<file path="config.mk">
export PLATFORM = sky130hd
export DESIGN_NAME = two_pool_id_allocator
export DESIGN_NICKNAME = d
export VERILOG_FILES = /design/src/hdl/tpia_pkg.sv /design/src/hdl/two_pool_id_allocator.sv /design/src/hdl/tpia_front.sv /design/src/hdl/tpia_queue.sv /design/src/hdl/tpia_back.sv
export SDC_FILE = /design/constraint.sdc
export NUM_CORES = 1
export LEC_CHECK = 0
export ABC_CLOCK_PERIOD_IN_PS = 8400
export BUFFER_PORTS_ARGS = -buffer_cell sky130_fd_sc_hd__buf_2
export CAP_MARGIN = 20
export CORE_AREA = 2 2 169 171
export DETAILED_ROUTE_END_ITERATION = 16
export DIE_AREA = 0 0 171 173
export PLACE_DENSITY_LB_ADDON = 0.1
export SLEW_MARGIN = 40
export SYNTH_ARGS = -nofsm -noshare
export SYNTH_HDL_FRONTEND = slang
export SYNTH_HIERARCHICAL = 1
export SYNTH_SLANG_ARGS = --single-unit
</file>
<file path="constraint.sdc">
create_clock -name i_clk -period 8.4 [get_ports i_clk]
set_clock_uncertainty 0.1 [all_clocks]
set_input_delay 1.68 -clock i_clk [delete_from_list [all_inputs] [get_ports i_clk]]
set_output_delay 1.68 -clock i_clk [all_outputs]
set_load 0.02 [all_outputs]
</file>
<file path="src/hdl/tpia_pkg.sv">
// Shared types and constants for the two-pool slot ID allocator.
// Used by the front classifier, the job queue, the back executor and the top level.
`timescale 1ns / 1ps

package tpia_pkg;

    localparam int ID_W     = 31;
    localparam int SLOT_W   = 8;
    localparam int GRP      = 16;   // bitmap search group width
    localparam int GRP_IW   = 4;
    localparam int Q_DEPTH  = 2;
    localparam int Q_PW     = 1;
    localparam int Q_CW     = 2;

    typedef enum logic [2:0] {
        CMD_DEVID     = 3'd0,
        CMD_ALLOC_COM = 3'd1,
        CMD_ALLOC_SPC = 3'd2,
        CMD_FREE_COM  = 3'd3,
        CMD_FREE_SPC  = 3'd4
    } t_cmd;

    typedef enum logic [1:0] {
        ST_OK    = 2'd0,
        ST_FULL  = 2'd1,
        ST_RANGE = 2'd2,
        ST_UNREG = 2'd3
    } t_status;

    typedef enum logic [1:0] {
        OP_DEVID = 2'd0,
        OP_ALLOC = 2'd1,
        OP_FREE  = 2'd2,
        OP_NOP   = 2'd3
    } t_op;

    typedef enum logic [1:0] {
        BK_IDLE = 2'd0,
        BK_SCAN = 2'd1,
        BK_PICK = 2'd2,
        BK_EXEC = 2'd3
    } t_bk_state;

    typedef struct packed {
        t_op                op;
        logic               pool;       // 0 common, 1 special
        logic [SLOT_W-1:0]  index;      // zero-based slot for a release
        logic               range_err;
    } t_job;

    typedef struct packed {
        logic full;
        logic empty;
    } t_q_stat;

endpackage

</file>
<file path="src/hdl/two_pool_id_allocator.sv">
// Two-pool slot ID allocator. Device ID and release commands pass from the job queue
// through IDLE and EXEC to the result beat, allocations through IDLE, SCAN and PICK
// (group scan then pick). The single back-end executor runs one job at a time; a
// 2-entry job queue lets the input run ahead of a stalled output.
// Reset (synchronous, active low): both pools all free, device count and start at 0.
`timescale 1ns / 1ps

module two_pool_id_allocator #(
    parameter int COMMON_SLOTS  = 32,
    parameter int SPECIAL_SLOTS = 32
) (
    input  logic         i_clk,
    input  logic         i_rst_n,
    input  logic         s_axis_tvalid,
    output logic         s_axis_tready,
    input  logic [15:0]  s_axis_tdata,   // [2:0] command, [10:3] slot_id, rest zero
    output logic         m_axis_tvalid,
    input  logic         m_axis_tready,
    output logic [39:0]  m_axis_tdata,   // [30:0] result_id, [32:31] status, rest zero
    input  logic         psel,
    input  logic         penable,
    input  logic         pwrite,
    input  logic [2:0]   paddr,
    input  logic [31:0]  pwdata,
    output logic [31:0]  prdata,
    output logic         pready
);

    logic [tpia_pkg::ID_W-1:0]  r_start;
    logic                       w_push;
    logic                       w_pop;
    tpia_pkg::t_job             w_fjob;
    tpia_pkg::t_job             w_qjob;
    tpia_pkg::t_q_stat          w_q_stat;
    logic [tpia_pkg::ID_W-1:0]  w_rid;
    tpia_pkg::t_status          w_status;

    assign pready = 1'b1;
    assign prdata = (paddr[2] == 1'b0) ? {1'b0, r_start} : 32'd0;

    // register 0 only; low address bits are not decoded
    always_ff @(posedge i_clk) begin
        if (!i_rst_n) begin
            r_start <= '0;
        end else if (psel && penable && pwrite && pready && (paddr[2] == 1'b0)) begin
            r_start <= pwdata[tpia_pkg::ID_W-1:0];
        end
    end

    tpia_front #(
        .COMMON_SLOTS  (COMMON_SLOTS),
        .SPECIAL_SLOTS (SPECIAL_SLOTS)
    ) u_front (
        .s_axis_tvalid (s_axis_tvalid),
        .s_axis_tready (s_axis_tready),
        .i_command     (s_axis_tdata[2:0]),
        .i_slot_id     (s_axis_tdata[10:3]),
        .i_q_stat      (w_q_stat),
        .o_push        (w_push),
        .o_job         (w_fjob)
    );

    tpia_queue u_queue (
        .i_clk   (i_clk),
        .i_rst_n (i_rst_n),
        .i_push  (w_push),
        .i_job   (w_fjob),
        .i_pop   (w_pop),
        .o_job   (w_qjob),
        .o_stat  (w_q_stat)
    );

    tpia_back #(
        .COMMON_SLOTS  (COMMON_SLOTS),
        .SPECIAL_SLOTS (SPECIAL_SLOTS)
    ) u_back (
        .i_clk       (i_clk),
        .i_rst_n     (i_rst_n),
        .i_start     (r_start),
        .i_job       (w_qjob),
        .i_job_valid (!w_q_stat.empty),
        .o_pop       (w_pop),
        .o_valid     (m_axis_tvalid),
        .i_ready     (m_axis_tready),
        .o_result_id (w_rid),
        .o_status    (w_status)
    );

    assign m_axis_tdata = {7'd0, w_status, w_rid};

    a_no_result_after_reset : assert property (@(posedge i_clk)
        (i_rst_n && !$past(i_rst_n)) |-> !m_axis_tvalid)
        else $error("result beat presented right after reset");

    a_error_has_zero_id : assert property (@(posedge i_clk) disable iff (!i_rst_n)
        (m_axis_tvalid && (w_status != tpia_pkg::ST_OK)) |-> (w_rid == '0))
        else $error("error status carries a nonzero id");

    a_queue_flags : assert property (@(posedge i_clk) disable iff (!i_rst_n)
        w_q_stat.full |-> !w_q_stat.empty)
        else $error("job queue full and empty at once");

    a_pop_only_nonempty : assert property (@(posedge i_clk) disable iff (!i_rst_n)
        w_pop |-> !w_q_stat.empty)
        else $error("job popped from empty queue");

endmodule

</file>
<file path="src/hdl/tpia_front.sv">
// Front end: accepts command beats and turns each into a classified job.
// Depends on tpia_pkg.
`timescale 1ns / 1ps

module tpia_front #(
    parameter int COMMON_SLOTS  = 32,
    parameter int SPECIAL_SLOTS = 32
) (
    input  logic                        s_axis_tvalid,
    output logic                        s_axis_tready,
    input  logic [2:0]                  i_command,
    input  logic [tpia_pkg::SLOT_W-1:0] i_slot_id,
    input  tpia_pkg::t_q_stat           i_q_stat,
    output logic                        o_push,
    output tpia_pkg::t_job              o_job
);

    logic w_range_c;
    logic w_range_s;

    assign s_axis_tready = !i_q_stat.full;
    assign o_push        = s_axis_tvalid && !i_q_stat.full;

    assign w_range_c = (i_slot_id == '0)
                    || (i_slot_id > tpia_pkg::SLOT_W'(COMMON_SLOTS));
    assign w_range_s = (i_slot_id == '0)
                    || (i_slot_id > tpia_pkg::SLOT_W'(SPECIAL_SLOTS));

    always_comb begin
        o_job.index     = i_slot_id - tpia_pkg::SLOT_W'(1);
        o_job.pool      = 1'b0;
        o_job.range_err = 1'b0;
        o_job.op        = tpia_pkg::OP_NOP;
        unique case (tpia_pkg::t_cmd'(i_command))
            tpia_pkg::CMD_DEVID: begin
                o_job.op = tpia_pkg::OP_DEVID;
            end
            tpia_pkg::CMD_ALLOC_COM: begin
                o_job.op = tpia_pkg::OP_ALLOC;
            end
            tpia_pkg::CMD_ALLOC_SPC: begin
                o_job.op   = tpia_pkg::OP_ALLOC;
                o_job.pool = 1'b1;
            end
            tpia_pkg::CMD_FREE_COM: begin
                o_job.op        = tpia_pkg::OP_FREE;
                o_job.range_err = w_range_c;
            end
            tpia_pkg::CMD_FREE_SPC: begin
                o_job.op        = tpia_pkg::OP_FREE;
                o_job.pool      = 1'b1;
                o_job.range_err = w_range_s;
            end
            default: begin
                o_job.op = tpia_pkg::OP_NOP;
            end
        endcase
    end

endmodule

</file>
<file path="src/hdl/tpia_queue.sv">
// Short job queue between the front classifier and the back executor.
// Depends on tpia_pkg for the job type and depth.
`timescale 1ns / 1ps

module tpia_queue (
    input  logic               i_clk,
    input  logic               i_rst_n,
    input  logic               i_push,
    input  tpia_pkg::t_job     i_job,
    input  logic               i_pop,
    output tpia_pkg::t_job     o_job,
    output tpia_pkg::t_q_stat  o_stat
);

    tpia_pkg::t_job             r_mem [tpia_pkg::Q_DEPTH];
    logic [tpia_pkg::Q_PW-1:0]  r_wptr;
    logic [tpia_pkg::Q_PW-1:0]  r_rptr;
    logic [tpia_pkg::Q_CW-1:0]  r_cnt;

    assign o_stat.full  = (r_cnt == tpia_pkg::Q_CW'(tpia_pkg::Q_DEPTH));
    assign o_stat.empty = (r_cnt == '0);
    assign o_job        = r_mem[r_rptr];

    always_ff @(posedge i_clk) begin
        if (i_push) begin
            r_mem[r_wptr] <= i_job;
        end
    end

    always_ff @(posedge i_clk) begin
        if (!i_rst_n) begin
            r_wptr <= '0;
            r_rptr <= '0;
            r_cnt  <= '0;
        end else begin
            if (i_push) begin
                r_wptr <= r_wptr + tpia_pkg::Q_PW'(1);
            end
            if (i_pop) begin
                r_rptr <= r_rptr + tpia_pkg::Q_PW'(1);
            end
            if (i_push && !i_pop) begin
                r_cnt <= r_cnt + tpia_pkg::Q_CW'(1);
            end else if (!i_push && i_pop) begin
                r_cnt <= r_cnt - tpia_pkg::Q_CW'(1);
            end
        end
    end

endmodule

</file>
<file path="src/hdl/tpia_back.sv">
// Back end: holds both free bitmaps and the device counter, runs one job at a
// time and drives the result register. Depends on tpia_pkg.
`timescale 1ns / 1ps

module tpia_back #(
    parameter int COMMON_SLOTS  = 32,
    parameter int SPECIAL_SLOTS = 32
) (
    input  logic                        i_clk,
    input  logic                        i_rst_n,
    input  logic [tpia_pkg::ID_W-1:0]   i_start,
    input  tpia_pkg::t_job              i_job,
    input  logic                        i_job_valid,
    output logic                        o_pop,
    output logic                        o_valid,
    input  logic                        i_ready,
    output logic [tpia_pkg::ID_W-1:0]   o_result_id,
    output tpia_pkg::t_status           o_status
);

    localparam int MAXS = (COMMON_SLOTS > SPECIAL_SLOTS) ? COMMON_SLOTS : SPECIAL_SLOTS;
    localparam int NG   = (MAXS + tpia_pkg::GRP - 1) / tpia_pkg::GRP;
    localparam int PW   = NG * tpia_pkg::GRP;
    localparam int GIW  = (NG > 1) ? $clog2(NG) : 1;
    localparam int SW   = GIW + tpia_pkg::GRP_IW;

    tpia_pkg::t_bk_state            r_state, n_state;
    tpia_pkg::t_job                 r_job;
    logic [COMMON_SLOTS-1:0]        r_map_c;
    logic [SPECIAL_SLOTS-1:0]       r_map_s;
    logic [NG-1:0]                  r_grp_any;
    logic [tpia_pkg::ID_W-1:0]      r_count;
    logic                           r_valid;
    logic [tpia_pkg::ID_W-1:0]      r_rid;
    tpia_pkg::t_status              r_status;

    logic                           w_load;
    logic [PW-1:0]                  w_vec;
    logic                           w_found;
    logic [GIW-1:0]                 w_grp;
    logic [tpia_pkg::GRP-1:0]       w_bits;
    logic [tpia_pkg::GRP_IW-1:0]    w_bit;
    logic [SW-1:0]                  w_slot;
    logic                           w_fbit;

    assign o_valid     = r_valid;
    assign o_result_id = r_rid;
    assign o_status    = r_status;

    assign w_vec = r_job.pool ? PW'(r_map_s) : PW'(r_map_c);

    // lowest group with a free slot, then lowest free bit inside it
    always_comb begin
        w_found = 1'b0;
        w_grp   = '0;
        for (int g = NG - 1; g >= 0; g--) begin
            if (r_grp_any[g]) begin
                w_found = 1'b1;
                w_grp   = GIW'(g);
            end
        end
        w_bits = '0;
        for (int g = 0; g < NG; g++) begin
            if (w_grp == GIW'(g)) begin
                w_bits = w_vec[g*tpia_pkg::GRP +: tpia_pkg::GRP];
            end
        end
        w_bit = '0;
        for (int b = tpia_pkg::GRP - 1; b >= 0; b--) begin
            if (w_bits[b]) begin
                w_bit = tpia_pkg::GRP_IW'(b);
            end
        end
        w_slot = {w_grp, w_bit};
    end

    // current bit of the slot named by a release
    always_comb begin
        w_fbit = 1'b0;
        if (r_job.pool) begin
            for (int i = 0; i < SPECIAL_SLOTS; i++) begin
                if (tpia_pkg::SLOT_W'(i) == r_job.index) begin
                    w_fbit = r_map_s[i];
                end
            end
        end else begin
            for (int i = 0; i < COMMON_SLOTS; i++) begin
                if (tpia_pkg::SLOT_W'(i) == r_job.index) begin
                    w_fbit = r_map_c[i];
                end
            end
        end
    end

    always_comb begin
        n_state = r_state;
        unique case (r_state)
            tpia_pkg::BK_IDLE: begin
                if (i_job_valid) begin
                    n_state = (i_job.op == tpia_pkg::OP_ALLOC) ? tpia_pkg::BK_SCAN
                                                               : tpia_pkg::BK_EXEC;
                end
            end
            tpia_pkg::BK_SCAN: begin
                n_state = tpia_pkg::BK_PICK;
            end
            tpia_pkg::BK_PICK, tpia_pkg::BK_EXEC: begin
                if (!r_valid || i_ready) begin
                    n_state = tpia_pkg::BK_IDLE;
                end
            end
            default: begin
                n_state = tpia_pkg::BK_IDLE;
            end
        endcase
    end

    always_comb begin
        o_pop  = 1'b0;
        w_load = 1'b0;
        unique case (r_state)
            tpia_pkg::BK_IDLE: begin
                o_pop = i_job_valid;
            end
            tpia_pkg::BK_PICK, tpia_pkg::BK_EXEC: begin
                w_load = !r_valid || i_ready;
            end
            default: begin
                o_pop  = 1'b0;
                w_load = 1'b0;
            end
        endcase
    end

    always_ff @(posedge i_clk) begin
        if (o_pop) begin
            r_job <= i_job;
        end
        if (r_state == tpia_pkg::BK_SCAN) begin
            for (int g = 0; g < NG; g++) begin
                r_grp_any[g] <= |w_vec[g*tpia_pkg::GRP +: tpia_pkg::GRP];
            end
        end
    end

    always_ff @(posedge i_clk) begin
        if (!i_rst_n) begin
            r_state  <= tpia_pkg::BK_IDLE;
            r_valid  <= 1'b0;
            r_map_c  <= '1;
            r_map_s  <= '1;
            r_count  <= '0;
            r_rid    <= '0;
            r_status <= tpia_pkg::ST_OK;
        end else begin
            r_state <= n_state;
            if (w_load) begin
                r_valid  <= 1'b1;
                r_rid    <= '0;
                r_status <= tpia_pkg::ST_OK;
                if (r_state == tpia_pkg::BK_PICK) begin
                    if (w_found) begin
                        r_rid <= tpia_pkg::ID_W'(w_slot) + tpia_pkg::ID_W'(1);
                        // claim the slot
                        if (r_job.pool) begin
                            for (int i = 0; i < SPECIAL_SLOTS; i++) begin
                                if (SW'(i) == w_slot) r_map_s[i] <= 1'b0;
                            end
                        end else begin
                            for (int i = 0; i < COMMON_SLOTS; i++) begin
                                if (SW'(i) == w_slot) r_map_c[i] <= 1'b0;
                            end
                        end
                    end else begin
                        r_status <= tpia_pkg::ST_FULL;
                    end
                end else begin
                    unique case (r_job.op)
                        tpia_pkg::OP_DEVID: begin
                            r_rid   <= i_start + r_count;
                            r_count <= r_count + tpia_pkg::ID_W'(1);
                        end
                        tpia_pkg::OP_FREE: begin
                            if (r_job.range_err) begin
                                r_status <= tpia_pkg::ST_RANGE;
                            end else if (w_fbit) begin
                                r_status <= tpia_pkg::ST_UNREG;
                            end else if (r_job.pool) begin
                                for (int i = 0; i < SPECIAL_SLOTS; i++) begin
                                    if (tpia_pkg::SLOT_W'(i) == r_job.index) r_map_s[i] <= 1'b1;
                                end
                            end else begin
                                for (int i = 0; i < COMMON_SLOTS; i++) begin
                                    if (tpia_pkg::SLOT_W'(i) == r_job.index) r_map_c[i] <= 1'b1;
                                end
                            end
                        end
                        default: begin
                            r_rid <= '0;
                        end
                    endcase
                end
            end else if (i_ready) begin
                r_valid <= 1'b0;
            end
        end
    end

endmodule

</file>
== Word level (Yosys, flattened, before mapping) ==
Memory sizes are Yosys's and may differ from the RTL's. A register that Yosys moved wholly into a read port is not among the register bits.
Index checks and enable logic that the tools add are counted.
Operators by class
  $add $sub $neg: 8
  $lt $le $gt $ge: 1
  equality and inequality tests: 109
  muxes and demuxes: 190
  bitwise gates (word level): 3
  reductions and logical operators: 127
Operators with widths (number)
  8-bit AND reduction: 64
  32-bit 2-to-1 mux: 15
  1-bit 2-to-1 mux: 143
  5-bit by 8-bit == test with 1-bit output, first input constant: 16
  31-bit 2-to-1 mux: 4
  5-bit == test, first input constant: 16
  2-bit != test, second input constant: 35
  2-bit nonzero test: 35
  4-bit by 8-bit == test with 1-bit output, first input constant: 8
  4-bit 2-to-1 mux: 16
  4-bit by 5-bit == test with 1-bit output, first input constant: 8
  3-bit by 8-bit == test with 1-bit output, first input constant: 4
  16-bit OR reduction: 2
  31-bit by 1-bit adder with 31-bit output, second input constant: 1
  31-bit adder: 1
  3-bit by 5-bit == test with 1-bit output, first input constant: 4
  2-bit 2-to-1 mux: 9
  2-bit by 8-bit == test with 1-bit output, first input constant: 2
  8-bit zero test: 2
  16-bit 2-to-1 mux: 1
  2-bit one-hot mux with 3 select lines: 2
  2-bit by 5-bit == test with 1-bit output, first input constant: 2
  1-bit by 8-bit == test with 1-bit output, first input constant: 1
  2-bit == test, second input constant: 4
  other kinds (22): 43
Storage, ports and cells
  register bits after elaboration: 180
  memory bits (writable): 24
  bits of input ports: 58
  memories kept: 1
Memories
  u_queue.r_mem: depth 2, width 12, rd ports 1, clocked after memory_dff 1, wr ports 1, RTL line tpia_queue.sv:15  | tpia_pkg::t_job r_mem [tpia_pkg::Q_DEPTH];

== Longest topological paths before layout ==
Gate-level depths: netlist of the first run.
  depth after elaboration: 38
  depth in mapped cells: 20
  mapped depth without buffers: 17

== By module ==
Netlist of the first run, hierarchy kept.
Modules (own cells, without submodules)
  tpia_back: instances 1, cells each 1068, area each 9496.6 um^2, seq. area each 3042.9 um^2
  two_pool_id_allocator: instances 1, cells each 182, area each 1559.0 um^2, seq. area each 620.6 um^2
  tpia_queue: instances 1, cells each 59, area each 1079.8 um^2, seq. area each 820.8 um^2
  tpia_front: instances 1, cells each 32, area each 215.2 um^2, seq. area each 0.0 um^2

== Worst setup path before layout of the first run ==
No wires, ideal clock.
  path type: input-to-output
  start point: in paddr[2]
  end point: out prdata[0]
  arrival: 2193 ps
  required time: 6620 ps
  slack: 4427 ps
  cell stages on the path: 2
  cells stage by stage: clkbuf_1 > nor2b_1
On the way
  word-level cells in the longest chain between the ends: 1
Ends and longest elaborated chain
  start, declared: RTL line two_pool_id_allocator.sv:23  | input logic [2:0] paddr,
  31-bit 2-to-1 mux: RTL line two_pool_id_allocator.sv:39  | assign prdata = (paddr[2] == 1'b0) ? {1'b0, r_start} : 32'd0;
  end, declared: RTL line two_pool_id_allocator.sv:25  | output logic [31:0] prdata,
Every way passes these cells.

== Worst setup path after layout of the first run ==
  start point: reg u_back/r_job[3] in the netlist's numbering
  end point: reg u_back.r_map_s[3]
On the way
  word-level cells in the longest chain between the ends: 36
  elaborated cells between the ends (all ways): 100
Ends and longest elaborated chain
  start, declared: RTL line tpia_back.sv:28  | tpia_pkg::t_job r_job;
  start signal, assigned: RTL line tpia_back.sv:137  | r_job <= i_job;
  8-bit zero test: RTL line tpia_back.sv:82, tpia_back.sv:88
  1-bit 2-to-1 mux (on tied branches) (32 in a row): RTL line tpia_back.sv:88, tpia_back.sv:82
  1-bit 2-to-1 mux: RTL line tpia_back.sv:80  | if (r_job.pool) begin
  2-bit != test (no source line)
  8-bit AND reduction (no source line) (*)
  end signal, assigned: RTL line tpia_back.sv:151  | r_map_s <= '1;
  end signal, assigned by index: RTL line tpia_back.sv:167  | if (SW'(i) == w_slot) r_map_s[i] <= 1'b0;
  end signal, assigned by index: RTL line tpia_back.sv:190  | if (tpia_pkg::SLOT_W'(i) == r_job.index) r_map_s[i] <= 1'b1;
  end, declared: RTL line tpia_back.sv:30  | logic [SPECIAL_SLOTS-1:0] r_map_s;
Every way passes the cells marked *; elsewhere a longest branch is shown, timed or not.
A chain may end at the register's enable or synchronous reset.

==> summary.txt, run 1 <==
Drt
  – Pre-antenna DRT Iters: 8
  – Detailed-route via count: 10017
  – Routed len/inst: 18.3 µm
  – Vias per inst: 5.53
  – Antenna Violating Nets Remaining: 0
  – DRC: 0
  – Final wirelength: 33100 µm
  – DRT iter0 DRCs: 708

Setup path
  – Critical Path AT: 4.77 ns
  – Critical path origin: u_back/r_job[3]$_DFFE_PP_
  – Worst-path maximum fanout: 18
  – Reg2Reg Launch Point: u_back/r_job[3]$_DFFE_PP_
  – WS Path Type: reg -> reg
  – Worst path slowest cell: edfxtp_1
  – Worst setup SP type: register
  – Buf/Inv on CP: 1
  – Delay-heaviest family, CP: simple AND/OR/NAND/NOR gates
  – CP max stage delay: 0.68 ns
  – Required time worst endpoint: 8.69 ns
  – Critical Path End Type: register
  – Worst-path cell chain: nor2_1 > nand2_1 > a22o_1 > a311oi_1 > o211ai_1 > a22oi_1 > a221o_1 > or2_2 > buf_4 > nor2_2 > mux2i_1

Pwr
  – Pleak: 5.14 nW
  – VDD IR max: 0.179 mV
  – Internal power: 1.91 mW
  – Pwr Density: 208 nW/µm²
  – Clock network power share: 0.355
  – Switch share: 0.332
  – Psw: 951 µW
  – Comb power frac: 0.228
  – Flop pwr share: 0.417

Timing
  – Post-layout min period: 4.48 ns
  – RSZ-0062 raised after global routing: no
  – Upper clock frequency limit: 0.223 GHz
  – Worst hold slack: 0.361 ns
  – Relative slew slack: 0.455
  – Slew of the pin with the lowest slew margin: 0.817 ns
  – Hold violation count in the final report: 0
  – Final setup margin: 3.92 ns
  – Final TNS setup: 0 ns
  – Crit share post-route: 0.533
  – Fin. max-slew vios: 0
  – Finish-stage setup viols: 0

Synth
  – Synthesized cell area: 12400 µm²
  – Async SR Flop Fraction: 0
  – Adder-Cell Fraction of Synth Area: 0.0421
  – Synth Area in Simple Gates: 0.239
  – Register area share after synthesis: 0.363
  – Synth Area in Compound Gates: 0.142
  – Yosys warning count: 6
  – Main combinational cell family by area after synthesis: simple AND/OR/NAND/NOR gates
  – Post-synth EDFFs: 38
  – Flops & latches, synth: 205
  – Mux share of post-synthesis cell area: 0.120
  – Ys flop type: dfxtp_1
  – Mapped Cells: 1341
  – Post-synth cell types: 90
  – Post-synthesis xor/xnor area fraction: 0.0454
  – Mean post-synth cell area: 9.21 µm²

Placement
  – Port Buffers: 115
  – Routability cong.: 0.930
  – Setup WS pre-CTS: 3.51 ns
  – Detailed Place HPWL: 23400 µm
  – Post-DP Area: 13000 µm²

Clock network
  – Hold_buf cts: 0
  – Htree depth: 1
  – CTS buffer count: 25
  – Post-CTS sizing: 0
  – CTS tree: yes
  – # clock sinks: 205
  – Skew-Pair Late Insertion Delay: 0.53 ns
  – CTS Root Cell: clkbuf_16
  – Post-CTS Setup Inserts: 0
  – Clock transition at path regs: 0.06 ns
  – Max clock buf depth: 3

Hold path
  – Hold Startpoint: u_back/o_result_id[19]$_SDFFE_PN0P_
  – Worst min path class: reg -> reg

Die
  – Die X-Extent: 171 µm
  – DIE AREA: 29600 µm²
  – Row count: 61
  – Initial Util: 0.447
  – Die H: 173 µm
  – Core Area: 27600 µm²
  – IO Count: 133

Final layout
  – Antenna diodes: 0
  – P&R area growth vs syn: 11.7%
  – Design Area, Final: 13800 µm²
  – Fill count: 2689
  – Most common cell after layout, fill and taps aside: dfxtp_1
  – Most frequent cells in the layout: 167 x dfxtp_1, 122 x nand2_1, 114 x buf_2
  – Ratio of cells with drive above 1 in the final layout: 0.171
  – Final nets: 1514

Status
  – Status: finished clean

Global route
  – Largest net degree at the start of global routing: 117
  – Total congestion overflow: 0
  – Vias in the first global route: 9197
  – Total GRT Usage: 0.218
  – Initial antenna violation count: 0
  – First-pass GRT wire length: 51600 µm

Run
  – Total of max-cap violations: 0
-- synth_stat cells (32+ instances only) --
master    instances  area share
nand2_1         122       0.037
dfxtp_1         167        0.27
nand3_1          32       0.013
edfxtp_1         38       0.092
and2_1           37       0.019
o21ai_0          40       0.016
xnor2_1          46       0.033
ha_1             40       0.041
a21oi_1          38       0.015
clkbuf_1         37       0.011
nor2b_1         113       0.057
nor2_1          109       0.033
mux2i_1          98       0.079
-- stage by stage --
| step | util | power, mW | cells |
|---|---|---|---|
| 2_1_floorplan | - | 1.67 | 1348 |
| 3_3_place_gp | 0.470 | 1.85 | 1766 |
| 3_5_place_dp | 0.471 | 1.85 | 1766 |
| 4_1_cts | 0.499 | 2.88 | 1811 |
| 5_1_grt | 0.499 | 3.01 | 1811 |
| 6_report | 0.499 | 2.86 | 1811 |
-- registers in the layout, indices dropped and copies added, names as in the netlist, named ones only --
name,flops
u_queue/r_rptr,1
u_queue/r_cnt,2
u_back/r_map_c,32
r_start,31
u_back/o_result_id,31
u_back/r_map_s,32
u_back/r_job,12
u_back/o_status,2
u_back/r_count,31
u_queue/r_mem,24
u_queue/r_wptr,1
u_back/r_grp_any,2
u_back/o_valid,1
u_back/r_state,2
-- cell families (layout without fill, tap and decap cells) --
| logic type | Yosys count | after routing |
|---|---|---|
| AOI/OAI and AO/OA | 244 | 244 |
| and+or+nand+nor | 551 | 551 |
| muxes | 127 | 127 |
| buffers and inverters | 107 | 192 |
| adders and majority gates | 41 | 41 |
| other | 2 | 9 |
| xor gates and xnor gates | 64 | 64 |
| DFF | 205 | 205 |
-- layer usage --
layer,global-route usage,share of wire,routed length [µm]
met5,0,0,0
met4,0.0537,0.020,659
met3,0.0396,0.062,2060
met2,0.330,0.44,14600
met1,0.319,0.48,15800
-- worst register-to-register path, stage by stage (launching register included) --
cell	delay [ns]
edfxtp_1	0.68
nor2_1	0.51
nand2_1	0.42
a22o_1	0.33
a311oi_1	0.29
o211ai_1	0.12
a22oi_1	0.42
a221o_1	0.25
or2_2	0.49
buf_4	0.50
nor2_2	0.11
mux2i_1	0.13
-- final cells by class --
| cell class | count | area (µm²) | share of cell area |
|---|---|---|---|
| clock buffer | 35 | 683 | 0.0495 |
| clock inverter | 10 | 87.6 | 0.00635 |
| inverter | 25 | 96.3 | 0.00699 |
| multi-input combinational | 1036 | 7330 | 0.532 |
| sequential | 205 | 4480 | 0.325 |
| tap | 378 | 473 | 0.0343 |
| timing repair buffer | 122 | 634 | 0.0460 |
-- power by group through the flow --
stage          clock network, mW  logic [mW]  registers (mW)
2_1_floorplan                  0       0.502            1.17
3_3_place_gp                   0       0.641            1.21
3_5_place_dp                   0       0.640            1.21
4_1_cts                     1.05       0.644            1.19
5_1_grt                     1.10       0.709            1.20
6_report                    1.02       0.654            1.19
-- path summary, 6_finish.rpt --
kind	end	slack [ns]	cells after the start
setup / recovery	u_back/r_map_s[3]$_SDFFE_PN1P_	3.92	11
hold reg to reg	u_back/o_result_id[19]$_SDFFE_PN0P_	0.36	2
setup reg to reg	u_back/r_map_s[3]$_SDFFE_PN1P_	3.92	11
hold / removal	u_back/o_result_id[19]$_SDFFE_PN0P_	0.36	2
(Power assumes the default switching activity.)
==> run 2, diff against run 1 <==
- ABC_AREA: not set -> 1
- ABC_CLOCK_PERIOD_IN_PS: 8400 -> 3800
- CORE_AREA: 2 2 169 171 -> 2 2 171 173
- DIE_AREA: 0 0 171 173 -> 0 0 173 175
- clock period: 8.4 -> 3.8 ns (I/O delays scaled with it)
==> run 2 against run 1 <==
  * The run now ends with setup timing left
  * Cell count rose by 33%
  * Count of clock-buffer cells in the layout fell by 5
  * Register-to-register slack got worse by 4.1 ns
  * Sequential share of layout area fell by 3.1 points
  * Routed wire length rose by 17%
  * Combinational power rose to 5.2 times the previous value
  * Worst hold slack got worse by 0.0053 ns
  * Flip-flop and latch count did not move
  * Non-clock buffer count rose by 91
  * Clock power rose by 140%
  * Via count rose by 27%
  * Utilization rose by 3.8 points
  * Critical endpoint is now u_back/r_map_c[5]$_SDFFE_PN1P_
  * Largest cell class unchanged
  * Highest routed layer unchanged
==> summary.txt, run 2 <==
Status
  – Status: finished, violations left
  – Failing checks: setup timing

Setup path
  – Worst R2R End: u_back/r_map_c[5]$_SDFFE_PN1P_
  – WS Path Type: reg -> reg
  – Most used cell, CP: nand2_1
  – CP max stage delay: 0.52 ns
  – Worst setup SP type: register
  – Worst path slowest cell: edfxtp_1
  – Worst-path maximum fanout: 5
  – Buf/Inv on CP: 2
  – Critical Path AT: 4.25 ns
  – R2R Setup Slk: -0.16 ns
  – Critical path origin: u_back/r_job[1]$_DFFE_PP_
  – Reg2Reg Launch Point: u_back/r_job[1]$_DFFE_PP_
  – Critical path depth: 32
  – Setup crit end: u_back/r_map_c[5]$_SDFFE_PN1P_
  – Delay-heaviest family, CP: simple AND/OR/NAND/NOR gates
  – Critical Path End Type: register
  – Required time worst endpoint: 4.09 ns
  – Worst reg-to-reg path cell count: 32

Die
  – Initial Util: 0.443
  – Die H: 175 µm
  – Die X-Extent: 173 µm
  – IO Count: 133
  – DIE AREA: 30300 µm²
  – Row count: 62
  – Core Area: 28400 µm²

Timing
  – RSZ-0062 raised after global routing: yes
  – Final setup margin: -0.159 ns
  – Finish-stage setup viols: 64
  – Fin. max-slew vios: 0
  – Slew of the pin with the lowest slew margin: 0.808 ns
  – Post-layout min period: 3.96 ns
  – Crit share post-route: 1.04
  – Relative slew slack: 0.460
  – Hold violation count in the final report: 0
  – Upper clock frequency limit: 0.253 GHz

Clock network
  – # clock sinks: 205
  – CTS tree: yes
  – Clock transition at path regs: 0.06 ns
  – Htree depth: 1
  – Max clock buf depth: 3
  – CTS buffer count: 24
  – CTS Root Cell: clkbuf_16
  – Skew-Pair Late Insertion Delay: 0.54 ns

Synth
  – Mux share of post-synthesis cell area: 0.0201
  – Post-synthesis xor/xnor area fraction: 0.00487
  – Mean post-synth cell area: 6.81 µm²
  – Synthesized cell area: 12600 µm²
  – Synth Area in Simple Gates: 0.348
  – Synth Area in Compound Gates: 0.115
  – Synth top area share: 0.266
  – Async SR Flop Fraction: 0
  – Yosys warning count: 6
  – Ys flop type: dfxtp_1
  – Main combinational cell family by area after synthesis: simple AND/OR/NAND/NOR gates
  – Adder-Cell Fraction of Synth Area: 0.0414
  – Post-synth top cells: 406 x nand2_1, 228 x inv_1, 209 x nor2_1, 201 x nand3_1, 167 x dfxtp_1
  – Register area share after synthesis: 0.356
  – Flops & latches, synth: 205
  – Largest cells by area after synthesis: dfxtp_1 27%, nand2_1 12%, edfxtp_1 9.1%
  – Synth area leader: dfxtp_1
  – Post-synth cell types: 61
  – Most frequent cell after synthesis: nand2_1
  – Post-synth EDFFs: 38
  – Mapped Cells: 1847

Final layout
  – Fill count: 2877
  – Design Area, Final: 15300 µm²
  – P&R area growth vs syn: 21.2%
  – Most frequent cells in the layout: 396 x nand2_1, 223 x inv_1, 201 x nor2_1
  – Biggest regs: u_back/r_map_c x32, u_back/r_map_s x32
  – Antenna diodes: 0
  – Final nets: 2101
  – Area of the multi-input gates: 6960 µm²
  – FF+latch area: 4490 µm²
  – Ratio of cells with drive above 1 in the final layout: 0.191
  – Most common cell after layout, fill and taps aside: nand2_1

Placement
  – Post-DP Area: 13900 µm²
  – Detailed Place HPWL: 26500 µm
  – Setup WS pre-CTS: 0.00871 ns
  – Port Buffers: 115
  – Routability cong.: 0.919

Pwr
  – Pleak: 6.96 nW
  – Psw: 3.32 mW
  – Pwr Density: 552 nW/µm²
  – Clock network power share: 0.285
  – Internal power: 5.11 mW
  – Comb power frac: 0.403
  – Flop pwr share: 0.311
  – Switch share: 0.394
  – VDD IR max: 0.440 mV

Global route
  – Vias in the first global route: 11298
  – Total congestion overflow: 0
  – Total GRT Usage: 0.241
  – Largest net degree at the start of global routing: 126
  – Initial antenna violation count: 0
  – First-pass GRT wire length: 59700 µm

Drt
  – Detailed-route via count: 12673
  – Vias per inst: 5.27
  – DRT iter0 DRCs: 916
  – DRC: 0
  – Antenna Violating Nets Remaining: 0
  – Final wirelength: 38700 µm
  – Routed len/inst: 16.1 µm
  – Pre-antenna DRT Iters: 5

Hold path
  – Worst min path class: reg -> reg

Run
  – Total of max-cap violations: 0
==> run 2: cell types whose count changed in the layout (fill, tap and decap cells not counted), sizes merged, moves of 70 or more <==
cell,before,now
inv,26,236
nand4,13,83
nand2,126,413
buf,122,206
nand3,33,203
nor2b,113,0
o21ai,45,131
mux2i,98,8
nor2,138,235
==> run 2: worst register-to-register path: cells and delay by family, from the launching register on <==
kind	cells	cell delay (ns)
buf+inv	2	0.32
simple gates	30	2.88
flops	1	0.52
==> run 2: kinds of logic (layout without fill, tap and decap cells) <==
kind of cell / after synthesis / in the layout
other cells: 2 / 9
xor+xnor: 7 / 7
fa+ha+maj: 41 / 41
buf+inv: 330 / 495
simple gates: 979 / 980
compound gates: 263 / 263
mux: 20 / 20
flops: 205 / 205
==> run 2: final cells by class <==
cell class,instances,area share
clock buffer,30,0.0435
clock inverter,14,0.0106
inverter,238,0.0594
multi-input combinational,1320,0.456
sequential,205,0.294
tap,384,0.0315
timing repair buffer,213,0.104
==> run 2: how the worst min path moves through the flow <==
stage / startpoint / to / cells after the start
CTS: u_back/o_result_id[12]$_SDFFE_PN0P_ / u_back/o_result_id[12]$_SDFFE_PN0P_ / 2
detailed placement: u_back/o_result_id[12]$_SDFFE_PN0P_ / u_back/o_result_id[12]$_SDFFE_PN0P_ / 2
finish: u_back/o_result_id[12]$_SDFFE_PN0P_ / u_back/o_result_id[12]$_SDFFE_PN0P_ / 2
global route: u_back/o_result_id[30]$_SDFFE_PN0P_ / u_back/o_result_id[30]$_SDFFE_PN0P_ / 2
global placement: u_back/o_result_id[14]$_SDFFE_PN0P_ / u_back/o_result_id[14]$_SDFFE_PN0P_ / 1
floorplan: u_back/r_map_c[30]$_SDFFE_PN1P_ / u_back/r_map_c[30]$_SDFFE_PN1P_ / 2
==> run 2: through the flow <==
| step | TNS, ns | utilization | power, mW | hold WS (ns) | instances |
|---|---|---|---|---|---|
| 4_1_cts | 0 | 0.520 | 7.91 | 0.357 | 2389 |
| 6_report | -8.00 | 0.537 | 8.43 | 0.356 | 2404 |
| 3_5_place_dp | 0 | 0.489 | 5.37 | 0.341 | 2341 |
| 5_1_grt | -22.18 | 0.537 | 8.83 | 0.371 | 2404 |
| 2_1_floorplan | 0 | - | 4.44 | 0.328 | 1854 |
| 3_3_place_gp | 0 | 0.489 | 5.34 | 0.332 | 2341 |
==> run 2: power groups by stage <==
stage,Combinational (mW),Sequential (mW),Clock (mW)
global placement,2.69,2.65,0
global route,3.64,2.65,2.54
finish,3.40,2.62,2.40
floorplan,1.82,2.62,0
CTS,2.84,2.61,2.46
detailed placement,2.72,2.65,0
==> run 2: metal layers <==
metal	share of wire	wire [µm]	global-route usage	up-vias
li1	-	-	-	6424
met1	0.48	18700	0.357	5800
met2	0.43	16600	0.371	389
met3	0.064	2490	0.0298	60
met4	0.025	950	0.0604	0
met5	0	0	0	-
==> run 2: repair_timing <==
item                       4_1_cts  5_1_grt
pin swaps                        4       37
resized for setup                8       70
gates cloned                     1        9
setup buffers                    3        6
hold buffers                     0        0
setup endpoints to repair        2       73
hold endpoints to repair         0        0
==> run 3, diff against run 2 <==
- SETUP_SLACK_MARGIN: not set -> 0.3
==> run 3 against run 2 <==
  * Non-clock buffer count is 27 higher
  * The flow still finishes with violations (setup timing)
  * Sequential power hardly changed
  * Flip-flop and latch count stayed put
  * Count of clock-buffer cells in the layout stayed put
  * First-iteration DRC count is 2.9% higher
  * Total power is 2.3% higher
  * Critical path type unchanged
==> summary.txt, run 3 (same netlist as run 2, synthesis figures left out) <==
Status
  – Status: finished, violations left
  – Failing checks: setup timing

Global route
  – Total congestion overflow: 0
  – Vias in the first global route: 11484
  – First-pass GRT wire length: 61200 µm
  – Total GRT Usage: 0.248
  – Largest net degree at the start of global routing: 126
  – Initial antenna violation count: 0

Die
  – Row count: 62
  – DIE AREA: 30300 µm²
  – Die H: 175 µm
  – Initial Util: 0.443
  – IO Count: 133
  – Core Area: 28400 µm²
  – Die X-Extent: 173 µm

Final layout
  – Most common cell after layout, fill and taps aside: nand2_1
  – P&R area growth vs syn: 24.9%
  – Biggest regs: u_back/r_map_c x32, u_back/r_map_s x32
  – Most frequent cells in the layout: 388 x nand2_1, 220 x inv_1, 196 x nor2_1
  – Final nets: 2127
  – Ratio of cells with drive above 1 in the final layout: 0.219
  – Fill count: 2813

Setup path
  – Most used cell, CP: nand2_1
  – Worst setup SP type: register
  – Worst-path maximum fanout: 7
  – Required time worst endpoint: 4.18 ns
  – CP max stage delay: 0.51 ns
  – Critical Path AT: 4.29 ns
  – WS Path Type: reg -> reg
  – Critical Path End Type: register
  – Worst path slowest cell: edfxtp_1

Placement
  – Setup WS pre-CTS: 0.00871 ns
  – Port Buffers: 115
  – Detailed Place HPWL: 26500 µm
  – Routability cong.: 0.919

Pwr
  – Psw: 3.35 mW
  – Pleak: 7.14 nW
  – Pwr Density: 548 nW/µm²
  – Clock network power share: 0.279
  – Switch share: 0.389
  – Flop pwr share: 0.304
  – Comb power frac: 0.417
  – VDD IR max: 0.454 mV
  – Tot Pwr: 8.62 mW
  – Internal power: 5.27 mW

Timing
  – Finish-stage setup viols: 56
  – Fin. max-slew vios: 0
  – RSZ-0062 raised after global routing: yes
  – Final setup margin: -0.111 ns
  – Final TNS setup: -3.22 ns
  – Worst hold slack: 0.355 ns
  – Crit share post-route: 1.03
  – Post-layout min period: 3.91 ns
  – Upper clock frequency limit: 0.256 GHz
  – Slew of the pin with the lowest slew margin: 0.845 ns
  – Hold violation count in the final report: 0
  – Relative slew slack: 0.435

Clock network
  – Clock transition at path regs: 0.07 ns
  – CTS buffer count: 24
  – CTS Root Cell: clkbuf_16
  – Htree depth: 1
  – Skew-Pair Late Insertion Delay: 0.54 ns
  – Max clock buf depth: 3
  – Hold_buf cts: 0
  – # clock sinks: 205
  – CTS tree: yes

Drt
  – Antenna Violating Nets Remaining: 0
  – Pre-antenna DRT Iters: 5
  – DRC: 0
  – Routed len/inst: 16.1 µm
  – Vias per inst: 5.30
  – Final wirelength: 39000 µm
  – Detailed-route via count: 12892
  – DRT iter0 DRCs: 943

Hold path
  – Worst min path class: reg -> reg

Run
  – Total of max-cap violations: 0
-- run 3: cell types whose count changed in the layout (fill, tap and decap cells not counted), sizes merged --
cell,before,now
buf,206,236
clkbuf,37,34
clkinv,10,9
diode,0,1
inv,236,237
nand2,413,412
-- run 3: power groups by stage --
| stage | Sequential [mW] | Combinational, mW | Clock, mW |
|---|---|---|---|
| finish | 2.62 | 3.59 | 2.41 |
| global placement | 2.65 | 2.69 | 0 |
| CTS | 2.62 | 3.25 | 2.46 |
| global route | 2.64 | 3.83 | 2.54 |
| detailed placement | 2.65 | 2.72 | 0 |
| floorplan | 2.62 | 1.82 | 0 |
-- run 3: area by class of cell --
class / count / area [µm²] / share of cell area
clock buffer: 30 / 663 / 0.0422
sequential: 205 / 4500 / 0.286
tap: 384 / 480 / 0.0306
antenna: 1 / 2.50 / 0.000159
clock inverter: 14 / 161 / 0.0103
inverter: 238 / 908 / 0.0578
multi-input combinational: 1319 / 7140 / 0.454
timing repair buffer: 240 / 1870 / 0.119
-- run 3: worst paths after layout --
path,depth (start not counted),start,slack (ns),to
worst max-delay path,33,u_back/r_job[1]$_DFFE_PP_,-0.11,u_back/r_map_c[13]$_SDFFE_PN1P_
worst min register to register,2,u_back/o_result_id[12]$_SDFFE_PN0P_,0.36,u_back/o_result_id[12]$_SDFFE_PN0P_
worst min-delay path,2,u_back/o_result_id[12]$_SDFFE_PN0P_,0.36,u_back/o_result_id[12]$_SDFFE_PN0P_
worst max register to register,33,u_back/r_job[1]$_DFFE_PP_,-0.11,u_back/r_map_c[13]$_SDFFE_PN1P_
-- run 3: worst max-delay path, delay by kind of cell (launching register included) --
kind,cells,cell delay (ns)
AND/OR/NAND/NOR,28,2.54
flip-flops,1,0.51
buffers and inverters,5,0.66
-- run 3: timing repair --
item | CTS | global route
buffers inserted | 18 | 18
hold endpoints to repair | 0 | 0
endpoints found under the setup margin | 70 | 78
cloned | 5 | 4
pin swaps | 26 | 71
gates resized for setup | 60 | 86
-- run 3: per-stage QoR --
step	cells	util	area [µm²]
after floorplan	1854	-	12600
after global placement	2341	0.489	13900
after detailed placement	2341	0.489	13900
after CTS	2408	0.534	15200
after global routing	2430	0.554	15700
final	2431	0.554	15700
-- run 3: routing by layer --
metal  GRT usage  part of all wire  up-vias
met5           0                 0        -
met4      0.0600             0.021        0
met3      0.0296             0.065       55
met2       0.384              0.44      387
met1       0.366              0.48     5978
li1            -                 -     6472
